`config.mk`:
```
export PLATFORM = sky130hd
export DESIGN_NAME = bpfa_regs
export DESIGN_NICKNAME = d
export VERILOG_FILES = /design/src/sv/bpfa_pkg.sv /design/src/sv/bpfa_regs.sv
export SDC_FILE = /design/constraint.sdc
export NUM_CORES = 1
export LEC_CHECK = 0
export BUFFER_PORTS_ARGS = -buffer_cell sky130_fd_sc_hd__buf_2
export CORE_MARGIN = 2
export CORE_UTILIZATION = 30
export CTS_CLUSTER_SIZE = 28
export DETAILED_ROUTE_END_ITERATION = 7
export PLACE_DENSITY = 0.69
export SLEW_MARGIN = 20
export SYNTH_ARGS = -nofsm -noshare
export SYNTH_HDL_FRONTEND = slang
export SYNTH_SLANG_ARGS = --single-unit
```
`constraint.sdc`:
```
create_clock -name clk -period 1.96 [get_ports clk]
set_input_delay 0.098 -clock clk [delete_from_list [all_inputs] [get_ports clk]]
set_output_delay 0.098 -clock clk [all_outputs]
set_load 0.005 [all_outputs]
```
`src/sv/bpfa_pkg.sv`:
```
`timescale 1ns / 1ps
package bpfa_pkg;

  localparam int BPFA_MAX_FRAMES       = 4096;
  localparam int BPFA_PAGE_OFFSET_BITS = 12;

  localparam int ADDR_W      = 40;
  localparam int BASE_W      = 28;
  localparam int COUNT_W     = 13;
  localparam int WORD_BITS   = 64;
  localparam int WORD_BIT_W  = 6;
  localparam int APB_DATA_W  = 32;
  localparam int APB_ADDR_W  = 3;

  localparam logic [COUNT_W-1:0] COUNT_RESET = COUNT_W'(4096);

  typedef enum logic {
    OP_ALLOC = 1'b0,
    OP_FREE  = 1'b1
  } bpfa_op_t;

  typedef enum logic [1:0] {
    ST_ALLOC = 2'd0,
    ST_FREED = 2'd1,
    ST_FULL  = 2'd2,
    ST_BAD   = 2'd3
  } bpfa_status_t;

  typedef enum logic {
    REG_BASE_FRAME  = 1'b0,
    REG_FRAME_COUNT = 1'b1
  } bpfa_reg_t;

  typedef enum logic [3:0] {
    S_CLEAR,
    S_IDLE,
    S_ASTART,
    S_CHK,
    S_PICK,
    S_AWR,
    S_FCHK,
    S_FRD,
    S_FWR,
    S_RESP
  } bpfa_state_t;

  typedef struct packed {
    logic [BASE_W-1:0]  base_frame;
    logic [COUNT_W-1:0] frame_count;
  } bpfa_cfg_t;

  typedef struct packed {
    logic clear_wr;
    logic capture;
    logic start_scan;
    logic scan_next;
    logic scan_hit;
    logic pick;
    logic alloc_wr;
    logic set_full;
    logic free_chk;
    logic free_wr;
    logic load_out;
  } bpfa_cmd_t;

  typedef struct packed {
    logic clear_last;
    logic hint_ok;
    logic hit;
    logic more;
    logic bad;
    logic out_free;
  } bpfa_stat_t;

endpackage

```
`src/sv/bpfa_regs.sv`:
```
`timescale 1ns / 1ps
module bpfa_regs import bpfa_pkg::*; (
  input  logic                  clk,
  input  logic                  rst_n,
  input  logic                  psel,
  input  logic                  penable,
  input  logic                  pwrite,
  input  logic [APB_ADDR_W-1:0] paddr,
  input  logic [APB_DATA_W-1:0] pwdata,
  output logic [APB_DATA_W-1:0] prdata,
  output logic                  pready,
  output bpfa_cfg_t             cfg
);

  logic [BASE_W-1:0]  base_frame_r;
  logic [COUNT_W-1:0] frame_count_r;
  bpfa_reg_t          reg_sel;
  logic               wr_en;

  assign reg_sel = bpfa_reg_t'(paddr[2]);
  assign wr_en   = psel && penable && pwrite;
  assign pready  = 1'b1;

  always_ff @(posedge clk) begin
    if (!rst_n) begin
      base_frame_r  <= '0;
      frame_count_r <= COUNT_RESET;
    end else if (wr_en) begin
      unique case (reg_sel)
        REG_BASE_FRAME:  base_frame_r  <= pwdata[BASE_W-1:0];
        REG_FRAME_COUNT: frame_count_r <= pwdata[COUNT_W-1:0];
      endcase
    end
  end

  always_comb begin
    unique case (reg_sel)
      REG_BASE_FRAME:  prdata = APB_DATA_W'(base_frame_r);
      REG_FRAME_COUNT: prdata = APB_DATA_W'(frame_count_r);
    endcase
  end

  assign cfg.base_frame  = base_frame_r;
  assign cfg.frame_count = frame_count_r;

endmodule

```
==> impl_metrics.ini <==
[min_path]
hold_path_depth = 3
hold_end = base_frame_r[15]
min_path_type = input port to flip-flop
hold_start = pwdata[15]

[placement]
dpl_cell_area_mm2 = 0.00244
hpwl_um = 3090
place.gp.congestion = 0.691
dp_worst_setup_slack_ns = 0.714
dp_cells = 370
port_buffers = 102

[finish]
diodes = 0
drive_gt1_frac = 0.426
fin_nets = 342
area_growth_pct = 35.3
fin_cells = 378
post-route-cell-area_mm2 = 0.00255

[detailed_routing]
wire_per_inst_um = 11.3
routed_via_density = 4.28
route.detailed.drc = 0
drtIter0Drc = 23
drt_pre_antenna_iters = 4
drt_wl_total_um = 4270
top_layer_used = met4
dr_total_vias = 1616
routed-wl-met3_um = 332
wl_met2_um = 2020
wl_met1_um = 1870
ant_nets = 0

[power]
p_total_mw = 1.73
p_leak_nw = 1.34
power_density_mw_per_mm2 = 677
peakVddDrop_uv = 345

[synthesis]
ys_ff_latch = 41
ys.flop_type = dfxtp_1
yosysUniqueCellTypes = 12
synth-compound-area-share = 0
synth_top_area_share = 0.435
synth_largest_area_cell = dfxtp_1
synth_top_family_by_area = multiplexers
synth_most_common_cell = nand2_1
async_reset_ff_frac = 0
synth.cell_area_mm2 = 0.00189
yosys.area_share.simple = 0.200
synth_fa_ha_area_frac = 0
synth_cells = 204
synth-edff-count = 0
synthMuxAreaShare = 0.295
synth-seq-area-share = 0.435
synth_xor_xnor_area_share = 0
yosys_warnings = 0
avgSynthCellArea_um2 = 9.25
synthTopCellsByArea = dfxtp_1 44%, mux2i_1 22%, nand2_1 14%, mux2_2 7.8%, nor2b_1 5.6%
ys_top_cells_by_count = 68 x nand2_1, 41 x dfxtp_1, 41 x mux2i_1

[cts]
cts_buffer_depth = 2
htree_levels = 2
cts.repair.resized = 0
cts-root-buf = clkbuf_8
insertion_delay_ns = 0.28
clock-sinks = 41
cts.clk_slew.worst_paths_ns = 0.08
cts_buffers = 5
cts_hold_buf = 0
post_cts_buffers = 0
cts_tree = yes

[setup_path]
arrival_ns = 1.06
worstReg2RegEnd = frame_count_r[9]
critical_path.top_delay_family = buffers and inverters
cp_max_fo = 12
crit_path_start_kind = input port
rrSetupSlack_ns = 1.32
worstSetupPathType = input port to primary output
cpPeakStageDelay_ns = 0.36
crit_slowest_cell = mux2_2
path_cells = buf_2 > buf_4 > mux2_2 > buf_2
r2r_start = frame_count_r[9]
crit_path_end_kind = primary output
worstPathRequired_ns = 1.86
r2r_cells = 2
cp_common_cell = buf_2
crit_buf_inv = 3

[floorplanning]
start_util = 0.315
fp-row-count = 28
die_w_um = 83.3
core-area_mm2 = 0.00599
die_area_mm2 = 0.00694
ios = 114
die_y_um = 83.3

[grt]
grt_use_total = 0.125
grt_pass1_vias = 1554
antenna_found_initial = 0
gr-total-overflow = 0
grt_max_degree = 30
grt_first_pass_wirelength_um = 7210

[sta]
setup_viol = 0
min_period_ns = 1.16
hold_violations = 0
rsz0062_at_grt = no
slew_viol_final = 0
setup_ws_ns = 0.799
period_share = 0.592
fin_skew_ns = 0
timing.fmax_mhz = 861
timing.setup.tns_ns = 0

[run_status]
outcome = finished clean

[flow_run]
maxCapViolCount = 0
[registers in the layout, summed over array words and instances (netlist names)]
| signal | flops |
|---|---|
| base_frame_r | 28 |
| frame_count_r | 13 |
[layout by cell type, fill, tap and decap left out]
cell,Yosys,final
buf_2,3,102
nand2_1,68,68
mux2i_1,41,41
dfxtp_1,41,41
nor2b_1,17,17
mux2_2,13,13
clkbuf_8,0,6
conb_1,2,5
buf_4,6,5
and4b_2,0,1
nand4_1,1,1
clkbuf_1,8,1
bufinv_16,0,1
buf_12,0,1
[final cells by class]
type | count | area (µm²)
timing repair buffer | 108 | 568
clock buffer | 7 | 86.3
clock inverter | 1 | 30.0
multi-input combinational | 146 | 955
fill | 607 | 3440
sequential | 41 | 821
tap | 75 | 93.8
[per-stage QoR]
step,hold WS [ns],util
detailed placement,0.353,0.407
global placement,0.347,0.407
global route,0.0396,0.426
CTS,0.0394,0.426
finish,0.0516,0.426
floorplan,0.240,-
[worst max path at each step]
stage                   from                to  slack (ns)  depth (start not counted)
finish              paddr[2]        prdata[12]        0.80                          4
global route        paddr[2]        prdata[12]        0.71                          4
CTS                 paddr[2]        prdata[12]        0.75                          4
detailed placement  paddr[2]  frame_count_r[9]        0.71                          5
global placement    paddr[2]  frame_count_r[4]        0.74                          5
floorplan           paddr[2]        prdata[10]        1.06                          3
[report_power, final]
part | total (mW) | leakage [nW] | switching, mW | internal, mW
Combinational | 0.171 | 0.949 | 0.0859 | 0.0846
Sequential | 0.863 | 0.332 | 0.0122 | 0.851
Clock | 0.695 | 0.0585 | 0.280 | 0.415
Total | 1.73 | 1.34 | 0.378 | 1.35
[cell families after synthesis]
family / count (synthesis)
DFF: 41
buffers and inverters: 20
other: 2
and+or+nand+nor: 87
muxes: 54
[metal layers]
metal	GRT usage	vias up
li1	-	842
met1	0.144	708
met2	0.221	62
met3	0.0398	4
met4	0.0373	0
met5	0	-
[worst register-to-register path, cell delays in order, from the launching register on]
cell and delay [ns]:
dfxtp_1 0.36, nand2_1 0.06, mux2i_1 0.15
No activity file was read; power rests on OpenSTA's default activity.
