<file path="src/sv/bpfa_pkg.sv">
`timescale 1ns / 1ps
package bpfa_pkg;

  localparam int BPFA_MAX_FRAMES       = 4096;
  localparam int BPFA_PAGE_OFFSET_BITS = 12;

  localparam int ADDR_W      = 40;
  localparam int BASE_W      = 28;
  localparam int COUNT_W     = 13;
  localparam int WORD_BITS   = 64;
  localparam int WORD_BIT_W  = 6;
  localparam int APB_DATA_W  = 32;
  localparam int APB_ADDR_W  = 3;

  localparam logic [COUNT_W-1:0] COUNT_RESET = COUNT_W'(4096);

  typedef enum logic {
    OP_ALLOC = 1'b0,
    OP_FREE  = 1'b1
  } bpfa_op_t;

  typedef enum logic [1:0] {
    ST_ALLOC = 2'd0,
    ST_FREED = 2'd1,
    ST_FULL  = 2'd2,
    ST_BAD   = 2'd3
  } bpfa_status_t;

  typedef enum logic {
    REG_BASE_FRAME  = 1'b0,
    REG_FRAME_COUNT = 1'b1
  } bpfa_reg_t;

  typedef enum logic [3:0] {
    S_CLEAR,
    S_IDLE,
    S_ASTART,
    S_CHK,
    S_PICK,
    S_AWR,
    S_FCHK,
    S_FRD,
    S_FWR,
    S_RESP
  } bpfa_state_t;

  typedef struct packed {
    logic [BASE_W-1:0]  base_frame;
    logic [COUNT_W-1:0] frame_count;
  } bpfa_cfg_t;

  typedef struct packed {
    logic clear_wr;
    logic capture;
    logic start_scan;
    logic scan_next;
    logic scan_hit;
    logic pick;
    logic alloc_wr;
    logic set_full;
    logic free_chk;
    logic free_wr;
    logic load_out;
  } bpfa_cmd_t;

  typedef struct packed {
    logic clear_last;
    logic hint_ok;
    logic hit;
    logic more;
    logic bad;
    logic out_free;
  } bpfa_stat_t;

endpackage

</file>
<file path="src/sv/bpfa_dp.sv">
`timescale 1ns / 1ps
module bpfa_dp import bpfa_pkg::*; #(
  parameter int MAX_FRAMES       = BPFA_MAX_FRAMES,
  parameter int PAGE_OFFSET_BITS = BPFA_PAGE_OFFSET_BITS
) (
  input  logic                clk,
  input  logic                rst_n,
  input  bpfa_cmd_t           cmd,
  output bpfa_stat_t          stat,
  input  bpfa_cfg_t           cfg,
  input  logic [ADDR_W-1:0]   in_page_address,
  input  logic                out_ready,
  output logic                out_valid,
  output logic [ADDR_W-1:0]   out_granted_address,
  output logic [1:0]          out_status
);

  localparam int CNT_W     = $clog2(MAX_FRAMES + 1);
  localparam int IDX_W     = (CNT_W > WORD_BIT_W + 1) ? CNT_W : WORD_BIT_W + 1;
  localparam int WP_W      = IDX_W - WORD_BIT_W;
  localparam int MAP_WORDS = (MAX_FRAMES + WORD_BITS - 1) / WORD_BITS;
  localparam int AW        = (MAP_WORDS > 1) ? $clog2(MAP_WORDS) : 1;
  localparam int LIM_W     = (CNT_W > COUNT_W) ? CNT_W : COUNT_W;
  localparam int FR_W      = ADDR_W - PAGE_OFFSET_BITS;
  localparam int DIF_W     = ((FR_W > BASE_W) ? FR_W : BASE_W) + 1;
  localparam int SUM_W     = ((IDX_W > BASE_W) ? IDX_W : BASE_W) + 1;

  function automatic logic [WORD_BIT_W-1:0] ffs_word(input logic [WORD_BITS-1:0] v);
    logic [WORD_BIT_W-1:0] r;
    r = '0;
    for (int i = WORD_BITS - 1; i >= 0; i--) begin
      if (v[i]) r = WORD_BIT_W'(i);
    end
    return r;
  endfunction

  // free map, one bit per frame, 1 = free
  logic [WORD_BITS-1:0] mem [MAP_WORDS];
  logic [WORD_BITS-1:0] rdata_r;
  logic [AW-1:0]        raddr, waddr;
  logic [WORD_BITS-1:0] wdata;
  logic                 we;

  logic [LIM_W-1:0]      cnt_ext;
  logic [CNT_W-1:0]      n_eff;
  logic [IDX_W-1:0]      n_x, hint_x;
  logic [WP_W-1:0]       n_word, hint_word;
  logic [WORD_BIT_W-1:0] n_bit, hint_bit;

  logic [CNT_W-1:0]      hint_r, hint_nxt;
  logic [WP_W-1:0]       word_r, word_nxt, word_inc;
  logic [WP_W:0]         next_cnt, words_used;

  logic [WORD_BITS-1:0]  lo_mask, hi_mask, masked;
  logic [WORD_BITS-1:0]  orig_r, hit_r;
  logic [WORD_BIT_W-1:0] bit_r;
  logic [IDX_W-1:0]      frame_idx;
  logic [IDX_W:0]        frame_inc;
  logic [SUM_W-1:0]      frame_sum;
  logic [ADDR_W-1:0]     frame_ext, granted;

  logic [ADDR_W-1:0]     addr_r;
  logic [FR_W-1:0]       free_frame;
  logic [DIF_W-1:0]      diff;
  logic                  bad;
  logic                  bad_r;
  logic [IDX_W-1:0]      rel_r;
  logic [WP_W-1:0]       rel_word;
  logic [WORD_BIT_W-1:0] rel_bit;

  bpfa_status_t          resp_status_r;
  logic [ADDR_W-1:0]     resp_addr_r;
  logic                  out_valid_r;
  bpfa_status_t          out_status_r;
  logic [ADDR_W-1:0]     out_addr_r;

  // effective frame count
  assign cnt_ext = LIM_W'(cfg.frame_count);
  assign n_eff   = (cnt_ext > LIM_W'(MAX_FRAMES)) ? CNT_W'(MAX_FRAMES) : cnt_ext[CNT_W-1:0];
  assign n_x       = IDX_W'(n_eff);
  assign n_word    = n_x[IDX_W-1:WORD_BIT_W];
  assign n_bit     = n_x[WORD_BIT_W-1:0];
  assign hint_x    = IDX_W'(hint_r);
  assign hint_word = hint_x[IDX_W-1:WORD_BIT_W];
  assign hint_bit  = hint_x[WORD_BIT_W-1:0];

  assign word_inc   = word_r + WP_W'(1);
  assign next_cnt   = {1'b0, word_r} + (WP_W + 1)'(1);
  assign words_used = {1'b0, n_word} + (WP_W + 1)'(n_bit != '0);

  // keep only frames at or above the hint and below the count
  always_comb begin
    lo_mask = '1;
    if (word_r == hint_word) begin
      lo_mask = ~((WORD_BITS'(1) << hint_bit) - WORD_BITS'(1));
    end
    priority if (word_r < n_word) begin
      hi_mask = '1;
    end else if (word_r == n_word) begin
      hi_mask = (WORD_BITS'(1) << n_bit) - WORD_BITS'(1);
    end else begin
      hi_mask = '0;
    end
  end
  assign masked = rdata_r & lo_mask & hi_mask;

  assign frame_idx = {word_r, bit_r};
  assign frame_inc = {1'b0, frame_idx} + (IDX_W + 1)'(1);
  assign frame_sum = SUM_W'(cfg.base_frame) + SUM_W'(frame_idx);
  assign frame_ext = ADDR_W'(frame_sum);
  assign granted   = frame_ext << PAGE_OFFSET_BITS;

  // free address check
  assign free_frame = addr_r[ADDR_W-1:PAGE_OFFSET_BITS];
  assign diff       = DIF_W'(free_frame) - DIF_W'(cfg.base_frame);
  assign bad        = (|addr_r[PAGE_OFFSET_BITS-1:0]) || diff[DIF_W-1] ||
                      (diff[DIF_W-2:0] >= (DIF_W - 1)'(n_eff));
  assign rel_word   = rel_r[IDX_W-1:WORD_BIT_W];
  assign rel_bit    = rel_r[WORD_BIT_W-1:0];

  always_comb begin
    priority if (cmd.start_scan) begin
      raddr = hint_word[AW-1:0];
    end else if (cmd.scan_next) begin
      raddr = word_inc[AW-1:0];
    end else begin
      raddr = rel_word[AW-1:0];
    end
  end

  always_comb begin
    we    = 1'b0;
    waddr = word_r[AW-1:0];
    wdata = '1;
    priority if (cmd.clear_wr) begin
      we = 1'b1;
    end else if (cmd.alloc_wr) begin
      we    = 1'b1;
      wdata = orig_r & ~(WORD_BITS'(1) << bit_r);
    end else if (cmd.free_wr) begin
      we    = 1'b1;
      waddr = rel_word[AW-1:0];
      wdata = rdata_r | (WORD_BITS'(1) << rel_bit);
    end else begin
      we = 1'b0;
    end
  end

  always_ff @(posedge clk) begin
    if (we) begin
      mem[waddr] <= wdata;
    end
    rdata_r <= mem[raddr];
  end

  always_comb begin
    word_nxt = word_r;
    priority if (cmd.clear_wr) begin
      word_nxt = word_inc;
    end else if (cmd.start_scan) begin
      word_nxt = hint_word;
    end else if (cmd.scan_next) begin
      word_nxt = word_inc;
    end else begin
      word_nxt = word_r;
    end
  end

  always_comb begin
    hint_nxt = hint_r;
    priority if (cmd.alloc_wr) begin
      hint_nxt = frame_inc[CNT_W-1:0];
    end else if (cmd.free_wr && (rel_r < hint_x)) begin
      hint_nxt = rel_r[CNT_W-1:0];
    end else begin
      hint_nxt = hint_r;
    end
  end

  always_ff @(posedge clk) begin
    if (!rst_n) begin
      word_r      <= '0;
      hint_r      <= '0;
      out_valid_r <= 1'b0;
    end else begin
      word_r <= word_nxt;
      hint_r <= hint_nxt;
      if (cmd.load_out) begin
        out_valid_r <= 1'b1;
      end else if (out_ready) begin
        out_valid_r <= 1'b0;
      end
    end
  end

  always_ff @(posedge clk) begin
    if (cmd.capture) begin
      addr_r <= in_page_address;
    end
    if (cmd.scan_hit) begin
      orig_r <= rdata_r;
      hit_r  <= masked;
    end
    if (cmd.pick) begin
      bit_r <= ffs_word(hit_r);
    end
    if (cmd.free_chk) begin
      bad_r <= bad;
      rel_r <= diff[IDX_W-1:0];
    end
    priority if (cmd.set_full) begin
      resp_status_r <= ST_FULL;
      resp_addr_r   <= '0;
    end else if (cmd.alloc_wr) begin
      resp_status_r <= ST_ALLOC;
      resp_addr_r   <= granted;
    end else if (cmd.free_chk) begin
      resp_status_r <= bad ? ST_BAD : ST_FREED;
      resp_addr_r   <= '0;
    end else begin
      resp_status_r <= resp_status_r;
    end
    if (cmd.load_out) begin
      out_status_r <= resp_status_r;
      out_addr_r   <= resp_addr_r;
    end
  end

  assign stat.clear_last = (word_r == WP_W'(MAP_WORDS - 1));
  assign stat.hint_ok    = (hint_r < n_eff);
  assign stat.hit        = |masked;
  assign stat.more       = (next_cnt < words_used);
  assign stat.bad        = bad_r;
  assign stat.out_free   = !out_valid_r || out_ready;

  assign out_valid           = out_valid_r;
  assign out_status          = out_status_r;
  assign out_granted_address = out_addr_r;

endmodule

</file>
<file path="config.mk">
export PLATFORM = sky130hd
export DESIGN_NAME = bpfa_dp
export DESIGN_NICKNAME = d
export VERILOG_FILES = /design/src/sv/bpfa_pkg.sv /design/src/sv/bpfa_dp.sv
export SDC_FILE = /design/constraint.sdc
export NUM_CORES = 2
export LEC_CHECK = 0
export ABC_AREA = 0
export ABC_CLOCK_PERIOD_IN_PS = 6900
export BUFFER_PORTS_ARGS = -buffer_cell sky130_fd_sc_hd__buf_4
export CORE_UTILIZATION = 45
export CTS_CLUSTER_SIZE = 14
export DETAILED_ROUTE_END_ITERATION = 10
export HOLD_SLACK_MARGIN = 0.12
export PLACE_DENSITY_LB_ADDON = 0.08
export SLEW_MARGIN = 10
export SYNTH_ARGS = -nofsm -noshare
export SYNTH_HDL_FRONTEND = slang
export SYNTH_SLANG_ARGS = --single-unit
</file>
<file path="constraint.sdc">
create_clock -name clk -period 6.9 [get_ports clk]
set_clock_uncertainty 0.1 [all_clocks]
set_input_delay 0.69 -clock clk [delete_from_list [all_inputs] [get_ports clk]]
set_output_delay 0.69 -clock clk [all_outputs]
set_load 0.03 [all_outputs]
</file>
==> results.json <==
{
  "htreeDepth": 5,
  "rows": 230,
  "slew_headroom_pct": 4.94,
  "grt_antenna_before_repair": 29,
  "run_status": "complete, no violations",
  "ys_seq_elements": 4429,
  "power.switching_mw": 16.9,
  "cts_tree": "built",
  "io_pins": 144,
  "p_seq_share_pct": 49.0,
  "yosysMostFrequentCell": "edfxtp_1",
  "fin_nets": 10400,
  "clkSinkCount": 4429,
  "clock_path_buffers": 4,
  "leakagePower_nw": 65.0,
  "clock.fmax_mhz": 154,
  "p_int_mw": 47.7,
  "rr_startpoint": "word_r[0]",
  "worstPathMaxFanout": 19,
  "post-place-ws_ns": 1.20,
  "synth_top_area_share_pct": 72.9,
  "multiInputGateArea_um2": 43800,
  "p_clk_share_pct": 37.9,
  "postLayoutSetupSlackWorst_ns": 0.386,
  "r2r_slack_ns": 1.50,
  "die_y_um": 630,
  "synth_cells": 9766,
  "critPathKind": "register to output pin",
  "holdPathEnd": "resp_addr_r[17]",
  "worstPathArrival_ns": 5.72,
  "cts.clk_slew.worst_paths_ns": 0.07,
  "finalCriticalPeriod_ns": 6.51,
  "synth.distinct_cells": 94,
  "swShare_pct": 26.1,
  "rsz0062_at_grt": "no",
  "grt_pass1_wl_um": 806000,
  "crit_path_start_kind": "register",
  "seq_area_frac_synth_pct": 74.2,
  "synth_area_um2": 178000,
  "die_w_um": 630,
  "wl_um": 584000,
  "via_per_inst": 6.35,
  "synth_edf_count": 4314,
  "setup_viol": 0,
  "avgSynthCellArea_um2": 18.2,
  "yosysTopAreaCell": "edfxtp_1",
  "drive_gt1_share_pct": 22.1,
  "tightestPinTransition_ns": 1.43,
  "slowest_stage": "dfxtp_1",
  "ant_nets": 0,
  "post_cts_buffers": 0,
  "yosys-top-cells-count": "edfxtp_1, nand2_1, mux4_2, clkbuf_1, nand3_1",
  "crit_top_cell": "nor2_1",
  "hold_path.class": "primary input to register",
  "drc_errors": 0,
  "maxCapViolations": 0,
  "synthToLayoutAreaGrowth_pct": 14.6,
  "initial_core_util_pct": 45.2,
  "cp_cell_sequence": "nor2_1, nand2_1, ha_1, o211ai_1, nor2_1, o31ai_1, o2111a_1, or4b_1, nor4b_2, nand4_1, buf_4",
  "async_flop_share_pct": 0,
  "power_density_nw_per_um2": 317,
  "synth.area.top_cells": "edfxtp_1, mux4_2, nand2_1, dfxtp_1, a311oi_1",
  "gp_congestion": 0.946,
  "peakVddDrop_uv": 213,
  "cpPeakStageDelay_ns": 0.88,
  "routedWlPerCell_um": 36.8,
  "comb_power_share_pct": 13.1,
  "grt_max_degree": 94,
  "worstHoldPathCells": 5,
  "port_buffers": 131,
  "dp_cells": 14900,
  "final.period_utilization_pct": 94.4,
  "ys_warn_count": 0,
  "rr_worst_depth": 13,
  "required_ns": 6.11,
  "grt_pass1_vias": 98900,
  "grt_overflow": 0,
  "seqCellArea_um2": 132000,
  "nFillCells": 31600,
  "track_usage_pct": 29.1,
  "r2r-end": "rdata_r[11]",
  "cts_buffers": 460,
  "drv_slew": 0,
  "clk_latency_ns": 1.03,
  "coreArea_um2": 393000,
  "hold_path_startpoint": "cfg[18]",
  "report.final.hold_viol_count": 0,
  "die_area_um2": 398000,
  "initialDrtViolationCount": 13200,
  "tns_ns": 0,
  "yosys_most_used_dff": "edfxtp_1",
  "instances_no_fill": 15900,
  "end_kind": "output pin",
  "drt_pass1_iterations": 6,
  "cts-root-buf": "clkbuf_16",
  "hpwl_um": 333000,
  "via_count": 101000
}
## per-layer routing
metal,vias up,part of all wire (%),global-route usage [%]
li1,40500,-,-
met1,54500,42,42.8
met2,4917,46,45.2
met3,824,8.4,4.55
met4,12,3.1,8.58
met5,-,0.014,0
## cell usage in the layout, fill, tap and decap left out, types with 20 or more instances in the layout
cell,instances
edfxtp_1,4314
nand2_1,1251
mux4_2,1024
clkbuf_16,467
buf_4,369
nand3_1,331
a21oi_1,262
o21ai_0,210
a311oi_1,199
nor2_1,167
and3_1,151
buf_12,140
clkbuf_1,127
dfxtp_1,115
ha_1,103
clkinv_1,94
inv_1,93
a31oi_1,89
dlygate4sd3_1,81
a211oi_1,76
clkinv_2,76
or2_2,69
nor3_1,66
nor2_4,64
xnor2_1,47
nor4_1,43
nand2b_1,35
nor2b_1,32
bufinv_16,32
a21o_1,29
nand4_1,28
xor2_1,26
clkbuf_8,25
o211ai_1,24
mux2i_1,23
nor3b_1,21
o211a_1,20
## repair_timing
action,4_1_cts,5_1_grt
endpoints found under the hold margin,182,0
gates resized for setup,0,0
hold buffers,81,0
endpoints found under the setup margin,0,0
## power groups by stage
stage	Combinational [mW]	Clock [mW]	Sequential (mW)
after floorplan	5.14	0	31.6
after global placement	8.31	0	32.1
after detailed placement	8.37	0	32.2
after CTS	8.43	24.8	31.6
after global routing	8.96	25.8	31.6
final	8.44	24.4	31.6
## state kept, by name (all words and copies together), names as in the netlist, 13 cells and up
| signal | count |
|---|---|
| rel_r | 13 |
| rdata_r | 64 |
| hint_r | 13 |
| out_granted_address | 28 |
| resp_addr_r | 28 |
| addr_r | 40 |
| hit_r | 64 |
| orig_r | 64 |
| mem | 4096 |
## cell families after synthesis
kind of cell             synth area share (%)
flip-flops                               74.2
AND/OR/NAND/NOR                          6.00
AO/OA/AOI/OAI                            4.03
multiplexers                             13.1
buffers and inverters                    1.57
adder cells (fa/ha/maj)                 0.748
XOR/XNOR                                0.360
other                                 0.00423
## per-stage QoR
stage | hold slack [ns] | power, mW | util (%) | cell area (um2)
after global routing | 0.190 | 66.4 | 51.8 | 204000
final | 0.191 | 64.5 | 51.8 | 204000
after floorplan | 0.300 | 36.8 | - | 178000
after global placement | 0.307 | 40.5 | 47.8 | 188000
after detailed placement | 0.308 | 40.5 | 47.9 | 188000
after CTS | 0.121 | 64.8 | 51.8 | 204000
## how the worst max path moves through the flow
stage	cells after the start	to	from	slack [ns]
5_1_grt	11	stat[3]	hint_r[1]	0.23
4_1_cts	11	stat[3]	hint_r[1]	0.48
3_5_place_dp	15	stat[3]	cfg[12]	1.20
6_report	11	stat[3]	hint_r[1]	0.39
2_1_floorplan	5	mem[35][0]	cmd[4]	1.59
3_3_place_gp	15	stat[3]	cfg[12]	1.17
## worst max-delay path, delay by kind of cell (launching register included)
family	cells	cell delay, ns
flip-flops	1	0.88
adder cells (fa/ha/maj)	1	0.42
buffers and inverters	1	0.28
AND/OR/NAND/NOR	6	2.22
AO/OA/AOI/OAI	3	0.88
## area by class of cell
type                    instances  area share (%)
diodes                          9          0.0111
clock buffers                 619            6.14
clock inverters               241            1.07
inverters                      98           0.181
multi-input cells            4663            21.5
flip-flops and latches       4429            64.7
well taps                    5220            3.21
repair buffers                592            3.15
No activity file was read; power rests on OpenSTA's default activity.
