===== config.mk =====
export PLATFORM = sky130hd
export DESIGN_NAME = bpfa_ctrl
export DESIGN_NICKNAME = d
export VERILOG_FILES = /design/src/sv/bpfa_pkg.sv /design/src/sv/bpfa_ctrl.sv
export SDC_FILE = /design/constraint.sdc
export NUM_CORES = 1
export LEC_CHECK = 0
export BUFFER_PORTS_ARGS = -buffer_cell sky130_fd_sc_hd__buf_2
export CAP_MARGIN = 20
export CELL_PAD_IN_SITES_DETAIL_PLACEMENT = 1
export CELL_PAD_IN_SITES_GLOBAL_PLACEMENT = 2
export CORE_UTILIZATION = 19
export CTS_BUF_LIST = sky130_fd_sc_hd__clkbuf_4
export DETAILED_ROUTE_END_ITERATION = 8
export GPL_TIMING_DRIVEN = 0
export PLACE_DENSITY = 0.71
export SYNTH_ARGS = -nofsm -noshare
export SYNTH_HDL_FRONTEND = slang
export SYNTH_SLANG_ARGS = --single-unit

===== constraint.sdc =====
create_clock -name clk -period 1.2 [get_ports clk]
set_input_delay 0.06 -clock clk [delete_from_list [all_inputs] [get_ports clk]]
set_output_delay 0.06 -clock clk [all_outputs]
set_load 0.02 [all_outputs]

===== src/sv/bpfa_pkg.sv =====
`timescale 1ns / 1ps
package bpfa_pkg;

  localparam int BPFA_MAX_FRAMES       = 4096;
  localparam int BPFA_PAGE_OFFSET_BITS = 12;

  localparam int ADDR_W      = 40;
  localparam int BASE_W      = 28;
  localparam int COUNT_W     = 13;
  localparam int WORD_BITS   = 64;
  localparam int WORD_BIT_W  = 6;
  localparam int APB_DATA_W  = 32;
  localparam int APB_ADDR_W  = 3;

  localparam logic [COUNT_W-1:0] COUNT_RESET = COUNT_W'(4096);

  typedef enum logic {
    OP_ALLOC = 1'b0,
    OP_FREE  = 1'b1
  } bpfa_op_t;

  typedef enum logic [1:0] {
    ST_ALLOC = 2'd0,
    ST_FREED = 2'd1,
    ST_FULL  = 2'd2,
    ST_BAD   = 2'd3
  } bpfa_status_t;

  typedef enum logic {
    REG_BASE_FRAME  = 1'b0,
    REG_FRAME_COUNT = 1'b1
  } bpfa_reg_t;

  typedef enum logic [3:0] {
    S_CLEAR,
    S_IDLE,
    S_ASTART,
    S_CHK,
    S_PICK,
    S_AWR,
    S_FCHK,
    S_FRD,
    S_FWR,
    S_RESP
  } bpfa_state_t;

  typedef struct packed {
    logic [BASE_W-1:0]  base_frame;
    logic [COUNT_W-1:0] frame_count;
  } bpfa_cfg_t;

  typedef struct packed {
    logic clear_wr;
    logic capture;
    logic start_scan;
    logic scan_next;
    logic scan_hit;
    logic pick;
    logic alloc_wr;
    logic set_full;
    logic free_chk;
    logic free_wr;
    logic load_out;
  } bpfa_cmd_t;

  typedef struct packed {
    logic clear_last;
    logic hint_ok;
    logic hit;
    logic more;
    logic bad;
    logic out_free;
  } bpfa_stat_t;

endpackage


===== src/sv/bpfa_ctrl.sv =====
`timescale 1ns / 1ps
module bpfa_ctrl import bpfa_pkg::*; (
  input  logic       clk,
  input  logic       rst_n,
  input  logic       in_valid,
  input  logic       in_opcode,
  output logic       in_ready,
  input  bpfa_stat_t stat,
  output bpfa_cmd_t  cmd
);

  bpfa_state_t state_r, state_nxt;

  always_ff @(posedge clk) begin
    if (!rst_n) begin
      state_r <= S_CLEAR;
    end else begin
      state_r <= state_nxt;
    end
  end

  always_comb begin
    state_nxt = state_r;
    cmd       = '0;
    in_ready  = 1'b0;
    unique case (state_r)
      S_CLEAR: begin
        cmd.clear_wr = 1'b1;
        if (stat.clear_last) begin
          state_nxt = S_IDLE;
        end
      end
      S_IDLE: begin
        in_ready = 1'b1;
        if (in_valid) begin
          cmd.capture = 1'b1;
          state_nxt   = (bpfa_op_t'(in_opcode) == OP_FREE) ? S_FCHK : S_ASTART;
        end
      end
      S_ASTART: begin
        cmd.start_scan = 1'b1;
        if (stat.hint_ok) begin
          state_nxt = S_CHK;
        end else begin
          cmd.set_full = 1'b1;
          state_nxt    = S_RESP;
        end
      end
      S_CHK: begin
        priority if (stat.hit) begin
          cmd.scan_hit = 1'b1;
          state_nxt    = S_PICK;
        end else if (stat.more) begin
          cmd.scan_next = 1'b1;
        end else begin
          cmd.set_full = 1'b1;
          state_nxt    = S_RESP;
        end
      end
      S_PICK: begin
        cmd.pick  = 1'b1;
        state_nxt = S_AWR;
      end
      S_AWR: begin
        cmd.alloc_wr = 1'b1;
        state_nxt    = S_RESP;
      end
      S_FCHK: begin
        cmd.free_chk = 1'b1;
        state_nxt    = S_FRD;
      end
      S_FRD: begin
        // map word for the freed frame is being read in this cycle
        state_nxt = stat.bad ? S_RESP : S_FWR;
      end
      S_FWR: begin
        cmd.free_wr = 1'b1;
        state_nxt   = S_RESP;
      end
      S_RESP: begin
        if (stat.out_free) begin
          cmd.load_out = 1'b1;
          state_nxt    = S_IDLE;
        end
      end
      default: state_nxt = S_IDLE;
    endcase
  end

endmodule


==> results.tsv, run 1 <==
metric	value	unit
globalRouteOverflowTotal	0	
syn2layout_area_growth	93.3	%
drv_cap	0	
ant_nets	0	
drt_iter0_drc	2	
p_leak	0.000347	µW
ys_seq_area_share	20.4	%
io-pin-count	22	
largest_reg_flops	4	
grt.total_usage	12.4	%
violations	setup timing	
num-nets-final	101	
rows	16	
cts_tree	yes	
die_area	2250	µm²
setup_viol	12	
hold_slack	0.0670	ns
finalCritPeriodShare	108	%
path_max_fanout	5	
hold_viol_final	0	
hold_start	rst_n	
clock_sinks	4	
synthArstFlopShare	0	%
dr.pass1.iters	4	
end_kind	output port	
cp_cell_sequence	buf_6 > nor2_2 > and4_4 > buf_6	
outcome	complete, but fails checks	
antenna_found_initial	0	
start_util	20.2	%
cp_num_buf_inv	2	
wl_per_cell	12.4	µm
fmax	0.773	GHz
grt_first_pass_wirelength	1960	µm
hold_class	in -> reg	
slowest_stage	dfxtp_2	
post-route-min-period	1.29	ns
synth_top_area_cell	dfxtp_1	
rsz0062_at_grt	true	
num_vias	528	
layout_common_cells	buf_4 (13), buf_2 (12), nor2_1 (10), a21oi_1 (4), nand2_1 (4)	
top_register	state_r	
syn_avg_cell_area	6.53	µm²
r2r_start	state_r[0]	
chipWidth	47.4	µm
cts_max_path_buffers	2	
place_ws	-0.226	ns
root_buffer	clkbuf_4	
grt_pass1_vias	477	
yosysTopAreaCellShare	20.4	%
synth_area	392	µm²
fp.dieH	47.4	µm
fin_skew	0.00473	ns
worstMarginPinSlew	0.353	ns
arrival	1.23	ns
criticalPathCategory	reg -> out	
fillCellCount	252	
synthesis.nets	70	
crit_start	state_r[3]	
synth-seq-cells	4	
ff_latch_area	90.1	µm²
clkLatencyLatePin	0.24	ns
ctsHoldBuffers	0	
power.density	1050	nW/µm²
required	1.14	ns
mostFrequentLayoutCell	buf_4	
syn_inst	60	
core-area	1940	µm²
h-tree-depth	1	
portBuffers	21	
fin_util	39.0	%
cts_buffers	3	
finalMaxSlewViolations	0	
largestRegisters	state_r x4	
irDropWorstVdd	0.500	mV
path_delay_family	simple AND/OR/NAND/NOR gates	
drc_errors	0	
gp_congestion	0.732	
yosysUniqueCellTypes	24	
worst_slack	-0.0932	ns
cp-start-kind	flip-flop	
drt_wl_total	1440	µm
place_hpwl	992	µm
clkTransAtPathRegs	0.04	ns
cpMostUsedCell	buf_6	
synth-edff-count	0	
layout-drive-gt1-share	61.8	%
num_antenna_cells	0	
synth.area.top_cells	dfxtp_1 (20%), nor2_1 (12%), nand2b_1 (8.0%)	
grt_max_degree	11	
cpPeakStageDelay	0.34	ns
via_per_inst	4.55	
synth-main-ff-cell	dfxtp_1	
multi_input_area	383	µm²
slew_headroom	76.3	%
yosys_warnings	0	
synthesized netlist by cell type (2+ instances only):
cell type	count
clkbuf_1	2
nand2_1	5
inv_1	2
nor4_1	2
nor2b_1	2
a31oi_1	2
nor3_1	6
nor2_1	13
a21oi_1	4
dfxtp_1	4
nand2b_1	5
path summary, 6_finish.rpt:
path | end | slack, ns | cells after the start
min | state_r[0] | 0.07 | 3
max reg2reg | state_r[1] | -0.07 | 4
min reg2reg | state_r[0] | 0.70 | 2
max | cmd[7] | -0.09 | 4
power by group:
part	total (µW)	switching (µW)	internal, µW	leakage, µW
Clock	173	61.0	112	0.0000138
Combinational	433	225	209	0.000298
Sequential	185	32.1	153	0.0000350
final cells by class:
type                       instances  area share [%]
inverter                           2           0.992
sequential                         4            11.9
multi-input combinational         50            50.6
timing repair buffer              26            22.8
buffer                             4            6.28
clock buffer                       3            2.98
tap                               27            4.46
stage by stage:
stage | TNS (ns) | std cells | total power [µW] | area, µm²
after floorplan | -0.314 | 60 | 401 | 427
after global placement | -1.43 | 108 | 496 | 566
after detailed placement | -1.42 | 108 | 500 | 566
after CTS | -1.02 | 113 | 756 | 693
after global routing | -1.28 | 116 | 840 | 757
final | -0.611 | 116 | 792 | 757
cell families after synthesis:
kind of cell,after synthesis,synth area share [%]
simple gates,38,50.5
buf+inv,6,7.03
flops,4,20.4
mux,3,8.31
compound gates,9,13.7
tightest hold or removal path, stage by stage:
cell     delay [ns]
buf_2          0.12
nand2_1        0.05
a31oi_1        0.03
metal layers:
layer  global-route usage [%]  share of wire (%)
met1                     14.6                 45
met2                     22.5                 51
met3                     1.15                3.8
met4                     5.14               0.90
met5                        0                  0
repair_timing:
action / 4_1_cts / 5_1_grt
gates resized for setup: 29 / 15
setup buffers: 2 / 2
pin swaps: 5 / 6
endpoints found under the setup margin: 16 / 16
cloned: 0 / 1
(Power assumes the default switching activity.)
==> inputs of run 2 (changes only) <==
- RECOVER_POWER: unset -> 100
==> run 2 against run 1 <==
The flow still finishes with violations (setup timing). Register-to-register slack is essentially flat. Critical endpoint unchanged. Sequential share of layout area is essentially flat. Highest routed layer unchanged. Utilization shrank 0.13 points. Critical path type unchanged. Combinational power is essentially flat. Total power is essentially flat. Routed wire length is the same.
==> results.tsv, run 2 (synthesis gave the netlist of run 1 again) <==
metric	value	unit	change
fp.dieH	47.4	µm	unchanged
drt_wl_total	1440	µm	unchanged
io-pin-count	22		unchanged
cp_num_buf_inv	2		unchanged
fin_tns_setup	-0.611	ns	about the same
ff2ff_path_depth	4		unchanged
drc_errors	0		unchanged
hold_class	in -> reg		unchanged
globalRouteOverflowTotal	0		unchanged
core-area	1940	µm²	unchanged
portBuffers	21		unchanged
slowest_stage	dfxtp_2		unchanged
grt_max_degree	11		unchanged
worstMarginPinSlew	0.353	ns	unchanged
top_register	state_r		unchanged
syn2layout_area_growth	92.7	%	was 93.3%
place_hpwl	992	µm	unchanged
whs_path_depth	3		unchanged
end_kind	output port		unchanged
path_delay_family	simple AND/OR/NAND/NOR gates		unchanged
worst_slack	-0.0932	ns	unchanged
grt_first_pass_wirelength	1960	µm	unchanged
fin_skew	0.00473	ns	unchanged
chipWidth	47.4	µm	unchanged
rows	16		unchanged
root_buffer	clkbuf_4		unchanged
antenna_found_initial	0		unchanged
slew_headroom	76.3	%	unchanged
gp_congestion	0.732		unchanged
num-nets-final	101		unchanged
rsz0062_at_grt	true		unchanged
layout-drive-gt1-share	61.8	%	unchanged
cp_cell_sequence	buf_6 > nor2_2 > and4_4 > buf_6		unchanged
drt_iter0_drc	2		unchanged
die_area	2250	µm²	unchanged
ctsHoldBuffers	0		unchanged
cts_tree	yes		unchanged
largest_reg_flops	4		unchanged
p_leak	0.000347	µW	about the same
num_antenna_cells	0		unchanged
via_per_inst	4.55		unchanged
grt.total_usage	12.4	%	unchanged
arrival	1.23	ns	about the same
start_util	20.2	%	unchanged
layout_common_cells	buf_2 (13), buf_4 (12), nor2_1 (10), a21oi_1 (4), nand2_1 (4)		was buf_4 (13), buf_2 (12), nor2_1 (10), a21oi_1 (4), nand2_1 (4)
path_max_fanout	5		unchanged
finalCritPeriodShare	108	%	unchanged
dr.pass1.iters	4		unchanged
ant_nets	0		unchanged
largestRegisters	state_r x4		unchanged
setup_viol	12		unchanged
cpPeakStageDelay	0.34	ns	about the same
mostFrequentLayoutCell	buf_2		was buf_4
cts_buffers	3		unchanged
cp_num_cells	4		unchanged
power.density	1050	nW/µm²	about the same
grt_pass1_vias	477		unchanged
clkTransAtPathRegs	0.04	ns	about the same
clock_sinks	4		unchanged
hold_viol_final	0		unchanged
post-route-min-period	1.29	ns	unchanged
h-tree-depth	1		unchanged
cp-start-kind	flip-flop		unchanged
cts_max_path_buffers	2		unchanged
cpMostUsedCell	buf_6		unchanged
criticalPathCategory	reg -> out		unchanged
placed_area	566	µm²	unchanged
required	1.14	ns	about the same
outcome	complete, but fails checks		unchanged
violations	setup timing		unchanged
irDropWorstVdd	0.500	mV	about the same
wl_per_cell	12.4	µm	unchanged
fmax	0.773	GHz	unchanged
num_vias	528		unchanged
finalMaxSlewViolations	0		unchanged
final_cell_area	754	µm²	was 757 µm²
drv_cap	0		unchanged
clkLatencyLatePin	0.24	ns	about the same
run 2: per-stage QoR:
stage,utilization (%),std cells,hold slack (ns),setup slack (ns),power (µW)
6_report,38.9,116,0.0670,-0.0932,792
2_1_floorplan,-,60,0.176,-0.122,401
3_3_place_gp,29.1,108,0.344,-0.223,496
5_1_grt,38.9,116,0.0878,-0.125,839
3_5_place_dp,29.1,108,0.327,-0.226,500
4_1_cts,35.7,113,0.0645,-0.132,756
run 2: path summary, 6_finish.rpt:
| kind | start | end | slack [ns] |
|---|---|---|---|
| worst max-delay path | state_r[3] | cmd[7] | -0.09 |
| worst min-delay path | rst_n | state_r[0] | 0.07 |
| worst max register to register | state_r[0] | state_r[1] | -0.07 |
| worst min register to register | state_r[0] | state_r[0] | 0.70 |
run 2: cell type report:
type,instances,area (µm²)
Fill cell,252,1190
Tap cell,27,33.8
Sequential cell,4,90.1
Multi-Input combinational cell,50,383
Inverter,2,7.51
Clock buffer,3,22.5
Buffer,4,47.5
Timing Repair Buffer,26,170
run 2: timing repair:
item / 4_1_cts / 5_1_grt
resized for setup: 29 / 15
buffers inserted: 2 / 2
setup endpoints to repair: 16 / 16
cloned: 0 / 1
pin swaps: 5 / 6
run 2: where the power goes:
group | internal, µW | switching (µW) | leakage, µW
registers | 153 | 32.1 | 0.0000350
logic | 208 | 225 | 0.000298
clock network | 112 | 61.0 | 0.0000138
total | 474 | 318 | 0.000347
run 2: metal layers:
layer	vias to the layer above	wire, µm	global-route usage [%]
met2	15	729	22.5
met1	244	643	14.6
li1	267	-	-
met4	0	13	5.14
met5	-	0	0
met3	2	52	1.15
run 2: worst reg2reg max path, delay by kind of cell, from the launching register on:
kind	cells	cell delay, ns
multiplexers	1	0.32
AND/OR/NAND/NOR	3	0.45
flip-flops	1	0.39
==> inputs of run 3 (changes only) <==
- CORE_ASPECT_RATIO: unset -> 1.25
- RECOVER_POWER: 100 -> 50
==> run 3 against run 2 <==
The flow still finishes with violations (setup timing). Setup slack better by 0.0036 ns. Combinational power is 9.9% higher. Total power is 5.9% higher. Clock skew is 0.0012 ns higher. Sequential share of layout area hardly changed. Cell count is 6.0% lower. Utilization is 0.80 points higher. Largest cell class unchanged.
==> results.tsv, run 3 (synthesis gave the netlist of run 1 again) <==
metric	value	unit	change
fmax	0.775	GHz	was 0.773 GHz
finalMaxSlewViolations	0		unchanged
grt.total_usage	13.4	%	was 12.4%
globalRouteOverflowTotal	0		unchanged
finalCritPeriodShare	107	%	was 108%
syn2layout_area_growth	98.4	%	was 92.7%
fp.dieH	52.8	µm	was 47.4 µm
h-tree-depth	1		unchanged
grt_pass1_vias	514		was 477
hold_viol_final	0		unchanged
dr.pass1.iters	4		unchanged
chipWidth	42.6	µm	was 47.4 µm
path_max_fanout	5		unchanged
largest_reg_flops	4		unchanged
core-area	1960	µm²	was 1940 µm²
cts_tree	yes		unchanged
rows	18		was 16
gr-usage-met1	15.7	%	was 14.6%
outcome	complete, but fails checks		unchanged
fin_skew	0.00594	ns	was 0.00473 ns
place_hpwl	1030	µm	was 992 µm
drc_errors	0		unchanged
r2r_start	state_r[0]		unchanged
largestRegisters	state_r x4		unchanged
slew_headroom	78.0	%	was 76.3%
portBuffers	21		unchanged
top_register	state_r		unchanged
hold_slack	0.0846	ns	was 0.0670 ns
worstMarginPinSlew	0.328	ns	was 0.353 ns
violations	setup timing		unchanged
drv_cap	0		unchanged
worst_slack	-0.0896	ns	was -0.0932 ns
num_antenna_cells	0		unchanged
cp-start-kind	flip-flop		unchanged
io-pin-count	22		unchanged
clock_sinks	4		unchanged
num-nets-final	101		unchanged
required	1.33	ns	was 1.14 ns
rsz0062_at_grt	true		unchanged
whs_path_depth	3		unchanged
drt_iter0_drc	2		unchanged
layout_common_cells	buf_4 (14), buf_2 (10), nor2_1 (8), nor2_2 (5)		was buf_2 (13), buf_4 (12), nor2_1 (10), a21oi_1 (4), nand2_1 (4)
clkLatencyLatePin	0.25	ns	was 0.24 ns
irDropWorstVdd	0.448	mV	was 0.500 mV
drt_wl_total	1470	µm	was 1440 µm
setup_viol	11		was 12
layout-drive-gt1-share	67.4	%	was 61.8%
die_area	2250	µm²	about the same
start_util	20.0	%	was 20.2%
via_per_inst	5.06		was 4.55
criticalPathCategory	reg -> reg		was reg -> out
grtUsageMet2	26.4	%	was 22.5%
ff2ff_path_depth	4		unchanged
ff2ff_setup_slack	-0.09	ns	was -0.07 ns
end_kind	flip-flop		was output port
antenna_found_initial	0		unchanged
root_buffer	clkbuf_4		unchanged
hold_start	rst_n		unchanged
power	838	µW	was 792 µW
final_cell_count_no_fill	109		was 116
hold_path_end	state_r[0]		unchanged
wl_per_cell	13.5	µm	was 12.4 µm
mostFrequentLayoutCell	buf_4		was buf_2
grt_max_degree	11		unchanged
num_vias	552		was 528
met3_usage	0.345	%	was 1.15%
top_usage_layer	met2		unchanged
placed_cells	101		was 108
post-route-min-period	1.29	ns	about the same
ant_nets	0		unchanged
grt_first_pass_wirelength	2310	µm	was 1960 µm
clkTransAtPathRegs	0.04	ns	about the same
hold_class	in -> reg		unchanged
ctsHoldBuffers	0		unchanged
cts_max_path_buffers	2		unchanged
arrival	1.42	ns	was 1.23 ns
power.density	1080	nW/µm²	was 1050 nW/µm²
fillCellCount	246		was 252
gp_congestion	0.721		was 0.732
r2r-end	state_r[1]		unchanged
cts_buffers	3		unchanged
p_leak	0.000349	µW	was 0.000347 µW
[run 3: changes by cell type in the layout (fill, tap and decap cells not counted), moves of 2 or more]
cell	change
nor2_1	-2
nor2_2	+2
buf_2	-3
buf_4	+2
[run 3: layer usage]
layer  share of wire [%]  up-vias
met3                 3.9        2
li1                    -      268
met2                  57       17
met4                 1.3        0
met5                   0        -
met1                  38      265
[run 3: repair_timing]
item,in CTS,in global routing
setup buffers,3,1
gates resized for setup,33,21
pin swaps,5,6
gates cloned,0,1
hold endpoints to repair,0,0
endpoints found under the setup margin,16,16
[run 3: area by class of cell]
class                   instances  area, µm²  share of cell area (%)
plain buffers                   4       48.8                    6.28
inverters                       2       7.51                   0.966
flip-flops and latches          4       92.6                    11.9
repair buffers                 26        181                    23.3
well taps                      20       25.0                    3.22
clock buffers                   3       22.5                    2.90
multi-input cells              50        399                    51.4
[run 3: how the worst max path moves through the flow]
| stage | startpoint | to | slack [ns] | cells after the start |
|---|---|---|---|---|
| after floorplan | state_r[3] | state_r[0] | -0.12 | 5 |
| after global placement | state_r[0] | state_r[3] | -0.22 | 4 |
| after detailed placement | state_r[0] | state_r[3] | -0.22 | 4 |
| after CTS | state_r[0] | state_r[1] | -0.12 | 4 |
| after global routing | state_r[0] | state_r[1] | -0.14 | 4 |
| final | state_r[0] | state_r[1] | -0.09 | 4 |
[run 3: worst max-delay path, cell delays in order (launching register included)]
cell,delay [ns]
dfxtp_4,0.37
mux2_4,0.32
nor4_4,0.24
or3b_4,0.21
nor2_2,0.04
[run 3: per-stage QoR]
| stage | setup TNS [ns] | setup slack, ns | utilization, % | area [µm²] |
|---|---|---|---|---|
| 2_1_floorplan | -0.314 | -0.122 | - | 427 |
| 3_3_place_gp | -1.34 | -0.217 | 28.4 | 557 |
| 3_5_place_dp | -1.39 | -0.223 | 28.4 | 557 |
| 4_1_cts | -0.839 | -0.118 | 36.0 | 706 |
| 5_1_grt | -1.10 | -0.138 | 39.7 | 777 |
| 6_report | -0.547 | -0.0896 | 39.7 | 777 |
[run 3: power by group]
part           leakage, µW  switching, µW  internal, µW
combinational     0.000300            244           232
clock            0.0000138           68.0           113
sequential       0.0000353           28.2           153
